### src/sv/dbom_pkg.sv
`default_nettype none

package dbom_pkg;

   // Field widths of the sample and result channels.
   localparam int TEMP_W     = 16;
   localparam int COMB_W     = 20;
   localparam int TIMER_W    = 17;
   localparam int TICKS_W    = 16;
   localparam int REQ_W      = 32;
   localparam int RSP_W      = 56;
   localparam int CSR_IDX_W  = 3;
   localparam int CSR_DATA_W = 16;

   // Default averaging window length.
   localparam int AVG_SAMPLES_DEFAULT = 10;

   // Register indexes of the configuration port.
   localparam logic [CSR_IDX_W-1:0] REG_CTRL_WARN = 3'd0;
   localparam logic [CSR_IDX_W-1:0] REG_CTRL_ALARM = 3'd1;
   localparam logic [CSR_IDX_W-1:0] REG_CTRL_CLEAR = 3'd2;
   localparam logic [CSR_IDX_W-1:0] REG_PWR_WARN = 3'd3;
   localparam logic [CSR_IDX_W-1:0] REG_PWR_ALARM = 3'd4;
   localparam logic [CSR_IDX_W-1:0] REG_PWR_CLEAR = 3'd5;
   localparam logic [CSR_IDX_W-1:0] REG_DETECT_TICKS = 3'd6;
   localparam logic [CSR_IDX_W-1:0] REG_STARTUP_TICKS = 3'd7;

   // Register reset values.
   localparam logic [TEMP_W-1:0] WARN_TEMP_RESET = 16'd850;
   localparam logic [TEMP_W-1:0] ALARM_TEMP_RESET = 16'd950;
   localparam logic [TEMP_W-1:0] CLEAR_TEMP_RESET = 16'd800;
   localparam logic [TICKS_W-1:0] DETECT_TICKS_RESET = 16'd10000;
   localparam logic [TICKS_W-1:0] STARTUP_TICKS_RESET = 16'd1000;

   // Thresholds of one board, all signed 0.1 degree values.
   typedef struct packed {
      logic [TEMP_W-1:0] warn;
      logic [TEMP_W-1:0] alarm;
      logic [TEMP_W-1:0] clear;
   } dbom_limits_type;

   // Status flags of one board.
   typedef struct packed {
      logic warning;
      logic alarm;
   } dbom_flags_type;

   // Board mode, one-hot.
   typedef enum logic [2:0] {
      MODE_NORMAL = 3'b001,
      MODE_WARN   = 3'b010,
      MODE_ALARM  = 3'b100
   } dbom_mode_type;

endpackage

`default_nettype wire

### src/sv/dbom_div.sv
`default_nettype none

module dbom_div #(
   parameter int AVG_SAMPLES = dbom_pkg::AVG_SAMPLES_DEFAULT,
   parameter int SUM_W       = 20,
   parameter int OUT_W       = 16
) (
   input  wire logic                    clock,
   input  wire logic                    advance,
   input  wire logic signed [SUM_W-1:0] dividend,
   output logic signed [OUT_W-1:0]      quotient
);
   import dbom_pkg::*;

   // Round-up reciprocal; exact for every magnitude below 2**SUM_W.
   localparam int SHIFT   = SUM_W + $clog2(AVG_SAMPLES);
   localparam int RECIP_W = SUM_W + 1;
   localparam int PROD_W  = SUM_W + RECIP_W;
   localparam logic [RECIP_W-1:0] RECIP =
      RECIP_W'(((longint'(1) << SHIFT) + longint'(AVG_SAMPLES) - 1) / AVG_SAMPLES);

   logic [SUM_W-1:0]      mag;
   logic                  neg_ff;
   logic [PROD_W-1:0]     prod_ff, prod_in;
   logic [PROD_W-1:0]     shifted;
   logic [SUM_W-1:0]      q_mag;
   logic signed [SUM_W:0] q_signed;

   // Sign and magnitude, then multiply by the reciprocal.
   assign mag     = dividend[SUM_W-1] ? $unsigned(-dividend) : $unsigned(dividend);
   assign prod_in = PROD_W'(mag) * PROD_W'(RECIP);

   always_ff @(posedge clock) begin
      if (advance) begin
         neg_ff  <= dividend[SUM_W-1];
         prod_ff <= prod_in;
      end
   end

   // Drop the fraction and restore the sign: truncation toward zero.
   assign shifted  = prod_ff >> SHIFT;
   assign q_mag    = shifted[SUM_W-1:0];
   assign q_signed = neg_ff ? -$signed({1'b0, q_mag}) : $signed({1'b0, q_mag});
   assign quotient = OUT_W'(q_signed);

endmodule

`default_nettype wire

### config.mk
export PLATFORM = sky130hd
export DESIGN_NAME = dbom_div
export DESIGN_NICKNAME = d
export VERILOG_FILES = /design/src/sv/dbom_pkg.sv /design/src/sv/dbom_div.sv
export SDC_FILE = /design/constraint.sdc
export NUM_CORES = 1
export LEC_CHECK = 0
export ABC_CLOCK_PERIOD_IN_PS = 20400
export BUFFER_PORTS_ARGS = -buffer_cell sky130_fd_sc_hd__buf_4
export CAP_MARGIN = 20
export CORE_MARGIN = 2
export CORE_UTILIZATION = 70
export DETAILED_ROUTE_END_ITERATION = 10
export PLACE_DENSITY = 0.89
export SLEW_MARGIN = 20
export SYNTH_ARGS = -nofsm -noshare
export SYNTH_HDL_FRONTEND = slang
export SYNTH_SLANG_ARGS = --single-unit
### constraint.sdc
create_clock -name clock -period 20.4 [get_ports clock]
set_input_delay 3.06 -clock clock [delete_from_list [all_inputs] [get_ports clock]]
set_output_delay 3.06 -clock clock [all_outputs]
set_load 0.01 [all_outputs]
==> metrics.md <==
| Metric | Value |
|---|---|
| Synthesized Nets | 1,192 |
| Max-slew headroom | 28.45% |
| NumNets Final | 1,228 |
| Initial antenna violation count | 0 |
| Postcts setup bufs | 0 |
| Post-synthesis sequential area ratio | 6.156% |
| Post-route insts no fill | 1,019 |
| Post-CTS sizing | 0 |
| Most frequent cells after synthesis | inv_1 (226), ha_1 (194), fa_1 (135) |
| Die height | 112.8 um |
| IO Port Bufs | 37 |
| Critical Path RT | 20.42 ns |
| Maximum clock path buffer count | 2 |
| Worst-Margin Slew | 1.066 ns |
| Tightest Hold Check Type | input pin to register |
| Min Clock Period, post-route | 10.79 ns |
| Vias in the first global route | 6,637 |
| Synth unique cells | 54 |
| DR WL/cell | 20.10 um |
| WS Path Type | input pin to register |
| Post-DP HPWL | 18.12 mm |
| Top_reg_cell synth | edfxtp_1 |
| CTS root buffer | clkbuf_16 |
| Max_cap viols | 0 |
| Share of cells above drive strength 1 | 5.594% |
| Slowest CP cell | fa_1 |
| CP Capture Type | register |
| Residual DRC count | 0 |
| Largest net degree at the start of global routing | 21 |
| Worst EP arrival | 10.80 ns |
| GPL Wtd Cong | 0.9868 |
| Die X | 112.8 um |
| Grt ovf | 0 |
| Die ar. | 12,730 um2 |
| Antenna viol nets, final | 0 |
| Outcome | complete, no violations |
| EDFF count, synth | 17 |
| All-Layer GR Usage | 33.89% |
| Synth area leaders | fa_1 (33%), ha_1 (29%), inv_1 (10%), edfxtp_1 (6.2%), xnor2_1 (4.8%) |
| Initial Utilization | 72.32% |
| Most frequent cell after synthesis | inv_1 |
| Post-synth ARST share | 0% |
| Synth warnings | 0 |
| CP startpoint kind | input pin |
| Routed vias | 6,150 |
| First-pass GRT wire length | 33.10 mm |
| Syn Area/Cell | 9.861 um2 |
| Gate Count Post-Synth | 841 |
| Flops & latches, synth | 17 |
| Post-Route WL | 20.48 mm |
| Clock sinks | 17 |
| FP Rows | 39 |
| H-Tree Depth | 1 |
| Cell taking the most area after synthesis | fa_1 |
| Final setup fails | 0 |
| Largest stage delay, worst path | 0.59 ns |
| CTS tree | done |
| Most common cell on crit path | fa_1 |
| RSZ-0062 raised after global routing | false |
| Number of DRC markers in iteration 0 | 437 |
| Hold_buf cts | 0 |
| Final period utilization | 52.88% |
| Max FO, Critical Path | 5 |
| Ports | 38 |
| Mean number of vias per cell | 6.035 |
| Max Slew Vio Count | 0 |
| Synth top area share | 32.59% |
| Worst-path clk slew | 0.05 ns |
| Hold Slack | 3.186 ns |
| Maximum clock frequency | 92.71 MHz |
| Mapped Area | 8293 um2 |
| Setup TNS | 0 ns |
| Total CTS buffers | 3 |
| Endpoints failing hold | 0 |
| Diode count | 0 |
| Core area | 11,470 um2 |
| P&R area growth vs syn | 6.065% |
| Inst Count DP | 1,015 |
| Drt first pass iters | 5 |
-- cell families after synthesis --
group	after synthesis	synth area share [%]
buffers and inverters	232	10.64
multiplexers	1	0.1207
adder cells (fa/ha/maj)	329	61.86
XOR/XNOR	63	6.744
flip-flops	17	6.156
AO/OA/AOI/OAI	101	8.751
AND/OR/NAND/NOR	98	5.733
-- per-stage QoR --
step / area, um2 / util (%) / setup slack [ns]
2_1_floorplan: 8293 / - / 10.31
3_3_place_gp: 8716 / 76.01 / 9.709
3_5_place_dp: 8716 / 76.01 / 9.466
4_1_cts: 8796 / 76.70 / 9.700
5_1_grt: 8796 / 76.70 / 9.263
6_report: 8796 / 76.70 / 9.613
-- per-layer routing --
metal  track usage (%)  share of wire, %  routed length, um  vias to the layer above
met5                 0                 0                  0                        -
met4             15.61               4.9                999                        0
met3             9.480                11               2259                       92
met2             54.09                46               9349                      336
met1             43.20                38               7874                     2942
li1                  -                 -                  -                     2780
-- registers in the layout (all words and copies together) (netlist names) --
name,count
neg_ff,1
prod_ff,16
-- cell type report --
cell class | instances | area (um2)
clock buffers | 3 | 75.07
clock inverters | 1 | 5.005
fillers | 716 | 2671
inverters | 226 | 848.3
multi-input cells | 592 | 6900
flip-flops and latches | 17 | 510.5
well taps | 143 | 178.9
repair buffers | 37 | 277.8
-- path summary, 6_finish.rpt --
| check | cells after the start | from | end | slack (ns) |
|---|---|---|---|---|
| max | 29 | dividend[4] | prod_ff[36] | 9.61 |
| min | 1 | advance | prod_ff[35] | 3.19 |
-- critical path: cells and delay by family --
| family | cells | cell delay, ns |
|---|---|---|
| buffers and inverters | 5 | 0.37 |
| xor gates and xnor gates | 1 | 0.45 |
| adders and majority gates | 8 | 3.79 |
| AOI/OAI and AO/OA | 8 | 1.89 |
| and+or+nand+nor | 7 | 1.24 |
-- cell usage in the layout (no fill, tap or decap), types with 3 or more instances in the layout --
master | Yosys | final
inv_1 | 226 | 226
ha_1 | 194 | 194
fa_1 | 135 | 135
xnor2_1 | 45 | 45
buf_4 | 1 | 37
nand2_1 | 33 | 33
nor2_1 | 24 | 24
a21oi_1 | 23 | 23
a21o_1 | 19 | 19
o21ai_0 | 18 | 18
xor2_1 | 17 | 17
edfxtp_1 | 17 | 17
o31ai_1 | 8 | 8
nand4_1 | 7 | 7
nor3_1 | 5 | 5
nor2b_1 | 5 | 5
nand2b_1 | 5 | 5
o41ai_1 | 3 | 3
a21boi_0 | 3 | 3
and3_1 | 3 | 3
or4_1 | 3 | 3
nand3_1 | 3 | 3
o211ai_1 | 3 | 3
clkbuf_16 | 0 | 3
Power is not shown: default switching activity piles up to over one toggle a cycle in this logic, so the estimate is an artifact.
