### config.mk
export PLATFORM = sky130hd
export DESIGN_NAME = dbom_accum
export DESIGN_NICKNAME = d
export VERILOG_FILES = /design/src/sv/dbom_pkg.sv /design/src/sv/dbom_accum.sv
export SDC_FILE = /design/constraint.sdc
export NUM_CORES = 1
export LEC_CHECK = 0
export ABC_AREA = 1
export BUFFER_PORTS_ARGS = -buffer_cell sky130_fd_sc_hd__buf_2
export CAP_MARGIN = 20
export CORE_MARGIN = 2
export CORE_UTILIZATION = 49
export CTS_BUF_LIST = sky130_fd_sc_hd__clkbuf_16
export CTS_CLUSTER_DIAMETER = 40
export DETAILED_ROUTE_END_ITERATION = 6
export MAX_ROUTING_LAYER = met4
export PLACE_DENSITY = 0.79
export REMOVE_ABC_BUFFERS = 1
export SLEW_MARGIN = 10
export SYNTH_ARGS = -nofsm -noshare
export SYNTH_HDL_FRONTEND = slang
export SYNTH_SLANG_ARGS = --single-unit
### constraint.sdc
create_clock -name clock -period 5.1 [get_ports clock]
set_input_delay 0.255 -clock clock [delete_from_list [all_inputs] [get_ports clock]]
set_output_delay 0.255 -clock clock [all_outputs]
set_load 0.005 [all_outputs]
### src/sv/dbom_pkg.sv
`default_nettype none

package dbom_pkg;

   // Field widths of the sample and result channels.
   localparam int TEMP_W     = 16;
   localparam int COMB_W     = 20;
   localparam int TIMER_W    = 17;
   localparam int TICKS_W    = 16;
   localparam int REQ_W      = 32;
   localparam int RSP_W      = 56;
   localparam int CSR_IDX_W  = 3;
   localparam int CSR_DATA_W = 16;

   // Default averaging window length.
   localparam int AVG_SAMPLES_DEFAULT = 10;

   // Register indexes of the configuration port.
   localparam logic [CSR_IDX_W-1:0] REG_CTRL_WARN = 3'd0;
   localparam logic [CSR_IDX_W-1:0] REG_CTRL_ALARM = 3'd1;
   localparam logic [CSR_IDX_W-1:0] REG_CTRL_CLEAR = 3'd2;
   localparam logic [CSR_IDX_W-1:0] REG_PWR_WARN = 3'd3;
   localparam logic [CSR_IDX_W-1:0] REG_PWR_ALARM = 3'd4;
   localparam logic [CSR_IDX_W-1:0] REG_PWR_CLEAR = 3'd5;
   localparam logic [CSR_IDX_W-1:0] REG_DETECT_TICKS = 3'd6;
   localparam logic [CSR_IDX_W-1:0] REG_STARTUP_TICKS = 3'd7;

   // Register reset values.
   localparam logic [TEMP_W-1:0] WARN_TEMP_RESET = 16'd850;
   localparam logic [TEMP_W-1:0] ALARM_TEMP_RESET = 16'd950;
   localparam logic [TEMP_W-1:0] CLEAR_TEMP_RESET = 16'd800;
   localparam logic [TICKS_W-1:0] DETECT_TICKS_RESET = 16'd10000;
   localparam logic [TICKS_W-1:0] STARTUP_TICKS_RESET = 16'd1000;

   // Thresholds of one board, all signed 0.1 degree values.
   typedef struct packed {
      logic [TEMP_W-1:0] warn;
      logic [TEMP_W-1:0] alarm;
      logic [TEMP_W-1:0] clear;
   } dbom_limits_type;

   // Status flags of one board.
   typedef struct packed {
      logic warning;
      logic alarm;
   } dbom_flags_type;

   // Board mode, one-hot.
   typedef enum logic [2:0] {
      MODE_NORMAL = 3'b001,
      MODE_WARN   = 3'b010,
      MODE_ALARM  = 3'b100
   } dbom_mode_type;

endpackage

`default_nettype wire

### src/sv/dbom_accum.sv
`default_nettype none

module dbom_accum #(
   parameter int AVG_SAMPLES = dbom_pkg::AVG_SAMPLES_DEFAULT,
   parameter int SUM_W       = 20
) (
   input  wire logic                    clock,
   input  wire logic                    reset,
   input  wire logic                    fire,
   input  wire logic                    advance,
   input  wire logic [15:0]             ctrl_temp,
   input  wire logic [15:0]             pwr_temp,
   output logic                         update,
   output logic signed [SUM_W-1:0]      ctrl_total,
   output logic signed [SUM_W-1:0]      pwr_total
);
   import dbom_pkg::*;

   localparam int CNT_W = (AVG_SAMPLES > 1) ? $clog2(AVG_SAMPLES) : 1;

   logic [CNT_W-1:0]        count_ff, count_in;
   logic signed [SUM_W-1:0] ctrl_sum_ff, ctrl_sum_in;
   logic signed [SUM_W-1:0] pwr_sum_ff, pwr_sum_in;
   logic signed [SUM_W-1:0] ctrl_next, pwr_next;
   logic                    update_ff;
   logic signed [SUM_W-1:0] ctrl_total_ff, pwr_total_ff;
   logic                    wrap;

   // Running sums including the current sample.
   assign ctrl_next = ctrl_sum_ff + SUM_W'($signed(ctrl_temp));
   assign pwr_next  = pwr_sum_ff + SUM_W'($signed(pwr_temp));
   assign wrap      = count_ff == CNT_W'(AVG_SAMPLES - 1);

   // Window bookkeeping: the last sample of a window clears the sums.
   always_comb begin
      count_in    = count_ff;
      ctrl_sum_in = ctrl_sum_ff;
      pwr_sum_in  = pwr_sum_ff;
      if (fire) begin
         if (wrap) begin
            count_in    = '0;
            ctrl_sum_in = '0;
            pwr_sum_in  = '0;
         end else begin
            count_in    = count_ff + CNT_W'(1);
            ctrl_sum_in = ctrl_next;
            pwr_sum_in  = pwr_next;
         end
      end
   end

   always_ff @(posedge clock) begin
      if (reset) begin
         count_ff    <= '0;
         ctrl_sum_ff <= '0;
         pwr_sum_ff  <= '0;
         update_ff   <= 1'b0;
      end else begin
         count_ff    <= count_in;
         ctrl_sum_ff <= ctrl_sum_in;
         pwr_sum_ff  <= pwr_sum_in;
         if (advance) begin
            update_ff <= fire && wrap;
         end
      end
   end

   // Completed window totals handed to the dividers.
   always_ff @(posedge clock) begin
      if (fire && wrap) begin
         ctrl_total_ff <= ctrl_next;
         pwr_total_ff  <= pwr_next;
      end
   end

   assign update     = update_ff;
   assign ctrl_total = ctrl_total_ff;
   assign pwr_total  = pwr_total_ff;

endmodule

`default_nettype wire

==> impl_metrics.env <==
export IMPL_status="finished, final reports clean"
export IMPL_ctsHoldBuffers=0
export IMPL_ant_nets=0
export IMPL_grt_pass1_wl_um=21200
export IMPL_crit_fanout=4
export IMPL_antenna_found_initial=0
export IMPL_num_antenna_cells=0
export IMPL_hold_depth=2
export IMPL_r2r_start="pwr_sum_ff[0]"
export IMPL_post_cts_resized=0
export IMPL_numCtsBuffers=9
export IMPL_ys_types=29
export IMPL_h_tree_depth=3
export IMPL_ys_top_cells_by_count="nand2_1 (233), a21oi_1 (76), inv_1 (73)"
export IMPL_slowest_delay_ps=440
export IMPL_die_area_sq_mm=0.0115
export IMPL_routabilityCongestion=0.940
export IMPL_drc_errors=0
export IMPL_viasPerCell=5.28
export IMPL_drv_cap=0
export IMPL_rows=37
export IMPL_critical_path_class="flip-flop to flip-flop"
export IMPL_clkTransAtPathRegs_ps=60
export IMPL_area_delta_synth_final_pct=15.6
export IMPL_insertion_delay_ps=340
export IMPL_post_synth_top_area_cell="edfxtp_1"
export IMPL_cts_buffer_depth=2
export IMPL_cts_sinks=85
export IMPL_fp_dieH_um=107
export IMPL_fmax_mhz=484
export IMPL_async_reset_ff_share_pct=0
export IMPL_crit_path_start="pwr_sum_ff[0]"
export IMPL_avgSynthCellArea_sq_um=7.47
export IMPL_worst_pin_slew_ps=558
export IMPL_finClkSkew_ps=4.27
export IMPL_worstPathRequired_ps=5190
export IMPL_min_period_ps=2070
export IMPL_start_kind="flip-flop"
export IMPL_vias=4832
export IMPL_tns_ps=0
export IMPL_drt_wl_total_um=12600
export IMPL_slew_headroom_pct=62.7
export IMPL_ios=77
export IMPL_portBuffers=76
export IMPL_fin_nets=851
export IMPL_fin_crit_sh_pct=40.5
export IMPL_detail_route_iter0_violations=284
export IMPL_final_setup_viol_count=0
export IMPL_peakVddDrop_mv=0.166
export IMPL_cts_tree="built"
export IMPL_slew_violations=0
export IMPL_hold_viol=0
export IMPL_synth_most_common_cell="nand2_1"
export IMPL_yosys_warnings=0
export IMPL_arrival_ps=2160
export IMPL_start_util_pct=50.5
export IMPL_synth_top_cell_area_share_pct=23.1
export IMPL_end_kind="flip-flop"
export IMPL_final_layout_size_suffix_gt1_share_pct=13.9
export IMPL_worstPathCellList="ha_1 > fa_1 > nand3_1 > nand3_2 > nand3_1 > nand2_1 > nand2_1 > nand3b_1 > and2_1"
export IMPL_cts_root_buf="clkbuf_16"
export IMPL_hp_start="advance"
export IMPL_track_usage_pct=23.7
export IMPL_die_w_um=107
export IMPL_place_detailed_hpwl_um=9290
export IMPL_coreArea_sq_mm=0.0103
export IMPL_grt_max_degree=43
export IMPL_overflow=0
export IMPL_p_per_area_mw_per_mm2=327
export IMPL_p_leak_nw=2.94
export IMPL_routedWlPerCell_um=13.8
export IMPL_netlist_instances=697
export IMPL_syn_area_sq_mm=0.00521
export IMPL_synth_area_top_cells="edfxtp_1 (23%), dfxtp_1 (17%), nand2_1 (17%), ha_1 (9.1%), a21oi_1 (7.3%)"
export IMPL_ys_seq_elements=85
export IMPL_drt_pre_antenna_iters=5
export IMPL_r2r_cells=9
export IMPL_cpMaxStageDelayCell="fa_1"
export IMPL_utilization_pct=58.3
export IMPL_rsz0062_at_grt="false"
export IMPL_grt_pass1_vias=4810
export IMPL_synthFlopType="dfxtp_1"
export IMPL_reg2reg_setup_slack_ps=3030
export IMPL_timing_hold_worst_class="input port to flip-flop"
export IMPL_cts_setup_buffers=0
export IMPL_synth_edf_count=40
export IMPL_seq_area_frac_synth_pct=40.3
[cells in the final DEF (no fill, tap or decap), types with 12 or more instances in the layout]
| master | count |
|---|---|
| inv_1 | 74 |
| dfxtp_1 | 45 |
| nand2_1 | 233 |
| a21oi_1 | 76 |
| ha_1 | 38 |
| xor2_1 | 12 |
| and2_1 | 27 |
| edfxtp_1 | 40 |
| buf_2 | 76 |
| nand3_1 | 53 |
| nor2_1 | 39 |
[final timing paths]
kind / endpoint
max: pwr_total[16]
min: update
max reg2reg: pwr_total[16]
min reg2reg: ctrl_sum_ff[3]
[per-layer routing]
layer  vias up  share of wire, %  GRT usage (%)
met2       141                49           40.6
li1       2429                 -              -
met1      2235                44           28.4
met3        27               4.5           2.74
met5         -                 0              -
met4         0               2.1           9.74
[per-stage QoR]
step | setup slack [ps] | area (sq um) | hold slack [ps] | power [mW] | std cells
6_report | 3030 | 6020 | 96.5 | 1.97 | 915
3_5_place_dp | 3000 | 5740 | 452 | 1.33 | 900
2_1_floorplan | 2150 | 5150 | 324 | 1.20 | 684
3_3_place_gp | 3070 | 5740 | 446 | 1.31 | 900
4_1_cts | 3060 | 6020 | 91.5 | 1.98 | 915
5_1_grt | 2920 | 6020 | 97.9 | 2.09 | 915
[flip-flops by register name (all words and copies together), names as in the netlist]
signal / flops
count_ff: 4
ctrl_sum_ff: 20
ctrl_total: 20
pwr_sum_ff: 20
pwr_total: 20
update: 1
[worst max-delay path, delay by kind of cell, from the launching register on]
family,cells,cell delay (ps)
simple gates,7,840
fa+ha+maj,2,660
flops,1,310
[cell type report]
class                      count  area [sq um]
timing repair buffer          80           410
tap                          136           170
inverter                      73           274
fill                         896          4300
sequential                    85          2100
clock inverter                 6          56.3
clock buffer                   9           225
multi-input combinational    526          2780
[cell families (layout without fill, tap and decap cells)]
group           after synthesis  after routing  share of synthesized area [%]
buf+inv                      86            168                           6.39
compound gates               93             93                           9.32
flops                        85             85                           40.3
simple gates                379            379                           31.7
fa+ha+maj                    40             40                           9.89
xor+xnor                     14             14                           2.35
[where the power goes]
| group | switching (mW) | internal [mW] |
|---|---|---|
| Combinational | 0.327 | 0.205 |
| Clock | 0.268 | 0.372 |
| Sequential | 0.0232 | 0.776 |
(Power assumes the default switching activity.)
