==> config.mk <==
export PLATFORM = sky130hd
export DESIGN_NAME = dbom_lane
export DESIGN_NICKNAME = d
export VERILOG_FILES = /design/src/sv/dbom_pkg.sv /design/src/sv/dbom_lane.sv
export SDC_FILE = /design/constraint.sdc
export NUM_CORES = 1
export LEC_CHECK = 0
export BUFFER_PORTS_ARGS = -buffer_cell sky130_fd_sc_hd__buf_2
export CORE_ASPECT_RATIO = 1.5
export CORE_MARGIN = 1
export CORE_UTILIZATION = 25
export CTS_CLUSTER_SIZE = 8
export DETAILED_ROUTE_END_ITERATION = 10
export PLACE_DENSITY = 0.48
export SLEW_MARGIN = 0
export SYNTH_ARGS = -nofsm -noshare
export SYNTH_HDL_FRONTEND = slang
export SYNTH_SLANG_ARGS = --single-unit
==> constraint.sdc <==
create_clock -name clock -period 3.14 [get_ports clock]
set_input_delay 0.942 -clock clock [delete_from_list [all_inputs] [get_ports clock]]
set_output_delay 0.942 -clock clock [all_outputs]
set_load 0.1 [all_outputs]
==> src/sv/dbom_pkg.sv <==
`default_nettype none

package dbom_pkg;

   // Field widths of the sample and result channels.
   localparam int TEMP_W     = 16;
   localparam int COMB_W     = 20;
   localparam int TIMER_W    = 17;
   localparam int TICKS_W    = 16;
   localparam int REQ_W      = 32;
   localparam int RSP_W      = 56;
   localparam int CSR_IDX_W  = 3;
   localparam int CSR_DATA_W = 16;

   // Default averaging window length.
   localparam int AVG_SAMPLES_DEFAULT = 10;

   // Register indexes of the configuration port.
   localparam logic [CSR_IDX_W-1:0] REG_CTRL_WARN = 3'd0;
   localparam logic [CSR_IDX_W-1:0] REG_CTRL_ALARM = 3'd1;
   localparam logic [CSR_IDX_W-1:0] REG_CTRL_CLEAR = 3'd2;
   localparam logic [CSR_IDX_W-1:0] REG_PWR_WARN = 3'd3;
   localparam logic [CSR_IDX_W-1:0] REG_PWR_ALARM = 3'd4;
   localparam logic [CSR_IDX_W-1:0] REG_PWR_CLEAR = 3'd5;
   localparam logic [CSR_IDX_W-1:0] REG_DETECT_TICKS = 3'd6;
   localparam logic [CSR_IDX_W-1:0] REG_STARTUP_TICKS = 3'd7;

   // Register reset values.
   localparam logic [TEMP_W-1:0] WARN_TEMP_RESET = 16'd850;
   localparam logic [TEMP_W-1:0] ALARM_TEMP_RESET = 16'd950;
   localparam logic [TEMP_W-1:0] CLEAR_TEMP_RESET = 16'd800;
   localparam logic [TICKS_W-1:0] DETECT_TICKS_RESET = 16'd10000;
   localparam logic [TICKS_W-1:0] STARTUP_TICKS_RESET = 16'd1000;

   // Thresholds of one board, all signed 0.1 degree values.
   typedef struct packed {
      logic [TEMP_W-1:0] warn;
      logic [TEMP_W-1:0] alarm;
      logic [TEMP_W-1:0] clear;
   } dbom_limits_type;

   // Status flags of one board.
   typedef struct packed {
      logic warning;
      logic alarm;
   } dbom_flags_type;

   // Board mode, one-hot.
   typedef enum logic [2:0] {
      MODE_NORMAL = 3'b001,
      MODE_WARN   = 3'b010,
      MODE_ALARM  = 3'b100
   } dbom_mode_type;

endpackage

`default_nettype wire

==> src/sv/dbom_lane.sv <==
`default_nettype none

module dbom_lane (
   input  wire logic                   clock,
   input  wire logic                   reset,
   input  wire logic                   fire,
   input  wire logic                   startup_done,
   input  wire logic [15:0]            temp,
   input  wire dbom_pkg::dbom_limits_type limits,
   input  wire logic [15:0]            detect_ticks,
   output dbom_pkg::dbom_flags_type    flags
);
   import dbom_pkg::*;

   dbom_mode_type         mode_ff, mode_in;
   logic [TIMER_W-1:0]    warn_timer_ff, warn_timer_in;
   logic [TIMER_W-1:0]    alarm_timer_ff, alarm_timer_in;
   dbom_flags_type        flags_ff, flags_in;
   logic                  warn_over, alarm_over;
   logic                  above_warn, below_warn, above_alarm, above_clear;

   // Threshold and timer comparisons.
   assign above_warn  = $signed(temp) > $signed(limits.warn);
   assign below_warn  = $signed(temp) < $signed(limits.warn);
   assign above_alarm = $signed(temp) > $signed(limits.alarm);
   assign above_clear = $signed(temp) > $signed(limits.clear);
   assign warn_over   = warn_timer_ff > {1'b0, detect_ticks};
   assign alarm_over  = alarm_timer_ff > {1'b0, detect_ticks};

   // Board state machine, advanced once for every accepted sample.
   always_comb begin
      mode_in        = mode_ff;
      warn_timer_in  = warn_timer_ff;
      alarm_timer_in = alarm_timer_ff;
      flags_in       = flags_ff;
      if (fire) begin
         if (!startup_done) begin
            // Start-up window: only a persistence check on the clear level.
            if (above_clear) begin
               if (alarm_over) begin
                  mode_in          = MODE_ALARM;
                  flags_in.warning = 1'b0;
                  flags_in.alarm   = 1'b1;
               end else begin
                  alarm_timer_in = alarm_timer_ff + TIMER_W'(1);
               end
            end else begin
               alarm_timer_in = '0;
            end
         end else begin
            unique case (mode_ff)
               MODE_WARN: begin
                  if (above_alarm) begin
                     if (alarm_over) begin
                        mode_in          = MODE_ALARM;
                        flags_in.warning = 1'b0;
                        flags_in.alarm   = 1'b1;
                     end else begin
                        alarm_timer_in = alarm_timer_ff + TIMER_W'(1);
                     end
                  end else if (below_warn) begin
                     mode_in          = MODE_NORMAL;
                     flags_in.warning = 1'b0;
                  end else begin
                     flags_in.warning = 1'b1;
                     alarm_timer_in   = '0;
                  end
               end
               MODE_ALARM: begin
                  if (above_clear) begin
                     flags_in.warning = 1'b0;
                     flags_in.alarm   = 1'b1;
                  end else begin
                     mode_in = MODE_NORMAL;
                  end
               end
               default: begin
                  // Normal mode; a corrupted code is treated the same way.
                  mode_in = MODE_NORMAL;
                  if (above_warn) begin
                     if (warn_over) begin
                        mode_in          = MODE_WARN;
                        flags_in.warning = 1'b1;
                     end else begin
                        warn_timer_in = warn_timer_ff + TIMER_W'(1);
                     end
                  end else begin
                     warn_timer_in = '0;
                  end
               end
            endcase
         end
      end
   end

   always_ff @(posedge clock) begin
      if (reset) begin
         mode_ff        <= MODE_NORMAL;
         warn_timer_ff  <= '0;
         alarm_timer_ff <= '0;
         flags_ff       <= '0;
      end else begin
         mode_ff        <= mode_in;
         warn_timer_ff  <= warn_timer_in;
         alarm_timer_ff <= alarm_timer_in;
         flags_ff       <= flags_in;
      end
   end

   assign flags = flags_ff;

endmodule

`default_nettype wire

==> metrics.txt <==
status complete, but fails checks; failing checks negative setup slack; min Tclk post-route 3.22 ns; Power per Cell Area 271 mW/mm2; Finished Layout Cells 859; Die H 158 um; Post-Route WL 12900 um; DIE AREA 0.0166 mm2; post-placement cell count 842; Critical Path RT 3.36 ns; skew final 0.00487 ns; drt via density 4.91; relative max-transition margin 66.4%; Mapped Avg Cell Area 7.94 um2; VDD IR max 191 uV; multi-input logic area 0.00341 mm2; Gate power share 31.9%; die width 106 um; final non-filler cell area 0.00601 mm2; Antenna diodes 0; Crit Path Class in2reg; largest net degree at the start of global routing 16; Slew Viols, Final 0; initial antenna violation count 0; CP max FO 3; post-synthesis sequential area ratio 19.4%; Synth Instances 508; I/O pin total 86; Initial Util 25.7%; Filler Cells Inserted 1648; Clock Sinks 39; DR pass1 iterations 4; Post-Route Utilization 38.3%; vias in the first global route 4326; Final setup viols 12; Root Driver clkbuf_16; core area 0.0157 mm2; Critical Path AT 3.44 ns; P&R area growth vs syn 49.1%; area leader, netlist ha_1; Synth cell types 64; post-detail-place hpwl 10400 um; Clk Latency, worst-skew pair 0.29 ns; DRC 0; Total Power 1.63 mW; internal power 1.16 mW; HP Class reg2reg; fin crit share 102%; Switching Share 28.8%; element type at the critical path end flop; Worst-Margin Slew 0.503 ns; Max clock buf depth 2; share of layout cells above drive strength 1 36.4%; share of flip-flops with an asynchronous set or reset 0%; post-route ant nets 0; gr usage total 15.3%; Post-synth EDFFs 0; Syn Nets 674; register share of total power 31.2%; LEAKAGE 2.85 nW; gpl congestion 0.872; Reg clk slew, reported paths 0.06 ns; Post-synth top flop dfxtp_1; Psw 0.470 mW; Syn. warnings 0; setup repair after global routing missed its margin yes; top cells by area, synth ha_1, dfxtp_1, inv_1; via count 4220; First DRT Iteration DRCs 140; register area 781 um2; Max-cap violations 0; Synth top area share 25.5%; Area after DPL 0.00526 mm2; worst hold slack 0.486 ns; CTS tree built; synthesized area 0.00403 mm2; fmax 0.311 GHz; Final #Nets 821; Final Hold Fails 0; first-pass GRT wire length 20200 um; total grt overflow 0; clock power share 36.9%; H-tree level count 2; #FFs+latches synth 39; port buffer count 85; setup ws final -0.0765 ns; cts bufs inserted 5; WL per Instance 15.0 um; Worst Setup Start Kind input pin; Site Rows 56
[cell type report]
cell class              instances  share of cell area [%]
repair buffers                149                    18.4
clock inverters                 2                   0.583
flip-flops and latches         39                    13.0
well taps                     203                    4.22
multi-input cells             388                    56.8
clock buffers                   6                    2.31
inverters                      72                    4.70
[cells by family (layout without fill, tap and decap cells)]
| family | count (synthesis) | after routing | share of synthesized area [%] |
|---|---|---|---|
| and+or+nand+nor | 173 | 174 | 23.4 |
| xor gates and xnor gates | 20 | 20 | 4.35 |
| adders and majority gates | 82 | 82 | 25.4 |
| buffers and inverters | 82 | 229 | 7.95 |
| AOI/OAI and AO/OA | 110 | 110 | 18.9 |
| muxes | 2 | 2 | 0.528 |
| DFF | 39 | 39 | 19.4 |
[path summary, 6_finish.rpt]
path,end,startpoint,slack (ns),cells after the start
max,mode_ff[1],temp[14],-0.08,11
min,flags[0],flags[0],0.49,2
min reg2reg,flags[0],flags[0],0.49,2
max reg2reg,warn_timer_ff[7],warn_timer_ff[14],0.45,10
[placed cells by master (no fill, tap or decap), types with 4 or more instances in the layout]
cell type	count
and3_1	12
nand2_1	25
and4_1	4
buf_2	71
xnor2_1	7
o21ai_0	9
o21a_1	4
and2_1	5
nor3_1	5
dfxtp_1	39
nand2_2	4
a21oi_1	29
ha_4	17
buf_12	6
ha_1	65
nand4_1	24
xor2_1	13
nor3_2	4
inv_2	8
inv_1	61
buf_6	18
nor2b_1	7
nand3_1	10
clkbuf_16	6
a21o_1	12
buf_4	52
a21oi_2	7
nor2_1	40
[critical path, cell delays in order]
cell and delay, ns:
buf_12 0.11, ha_4 0.23, nand4_1 0.14, nor2_1 0.08, a221o_1 0.35, o32a_1 0.45
buf_6 0.16, o311a_1 0.12, a2111o_1 0.32, or4_1 0.41, a21oi_1 0.13
[per-layer routing]
| metal | part of all wire [%] | track usage (%) |
|---|---|---|
| met1 | 39 | 16.1 |
| met5 | 0 | 0 |
| met4 | 2.8 | 6.15 |
| met3 | 3.4 | 1.78 |
| met2 | 55 | 30.3 |
[cells in the mapped netlist, types with 6 or more instances]
| library cell | n |
|---|---|
| ha_1 | 82 |
| inv_1 | 72 |
| nor2_1 | 41 |
| dfxtp_1 | 39 |
| a21oi_1 | 35 |
| nand2_1 | 29 |
| nand4_1 | 24 |
| nand3_1 | 13 |
| o21ai_0 | 13 |
| xor2_1 | 13 |
| a21o_1 | 12 |
| and3_1 | 12 |
| nor2b_1 | 9 |
| nor3_1 | 9 |
| clkbuf_1 | 7 |
| xnor2_1 | 7 |
| nor4_1 | 6 |
[power by group through the flow]
stage               sequential, mW  combinational (mW)  clock, mW
floorplan                    0.523               0.226          0
global placement             0.519               0.428          0
detailed placement           0.519               0.438          0
CTS                          0.508               0.486      0.623
global route                 0.509               0.578      0.639
finish                       0.509               0.519      0.602
[what timing repair did]
item                                    CTS  global route
gates cloned                              0             2
pin swaps                                11            19
resized for setup                        43            55
buffers inserted                          7             1
endpoints found under the setup margin   38            31
hold buffers                              0             0
[state kept, by name, summed over array words and instances (netlist names)]
signal          count
mode_ff             3
warn_timer_ff      17
flags               2
alarm_timer_ff     17
[through the flow]
step	TNS, ns	setup slack (ns)
after floorplan	-0.169	-0.0724
after global placement	-31.68	-0.984
after detailed placement	-31.75	-0.968
after CTS	-0.0944	-0.0458
after global routing	-1.28	-0.120
final	-0.446	-0.0765
Note: power is estimated with default switching activity, not from simulation.
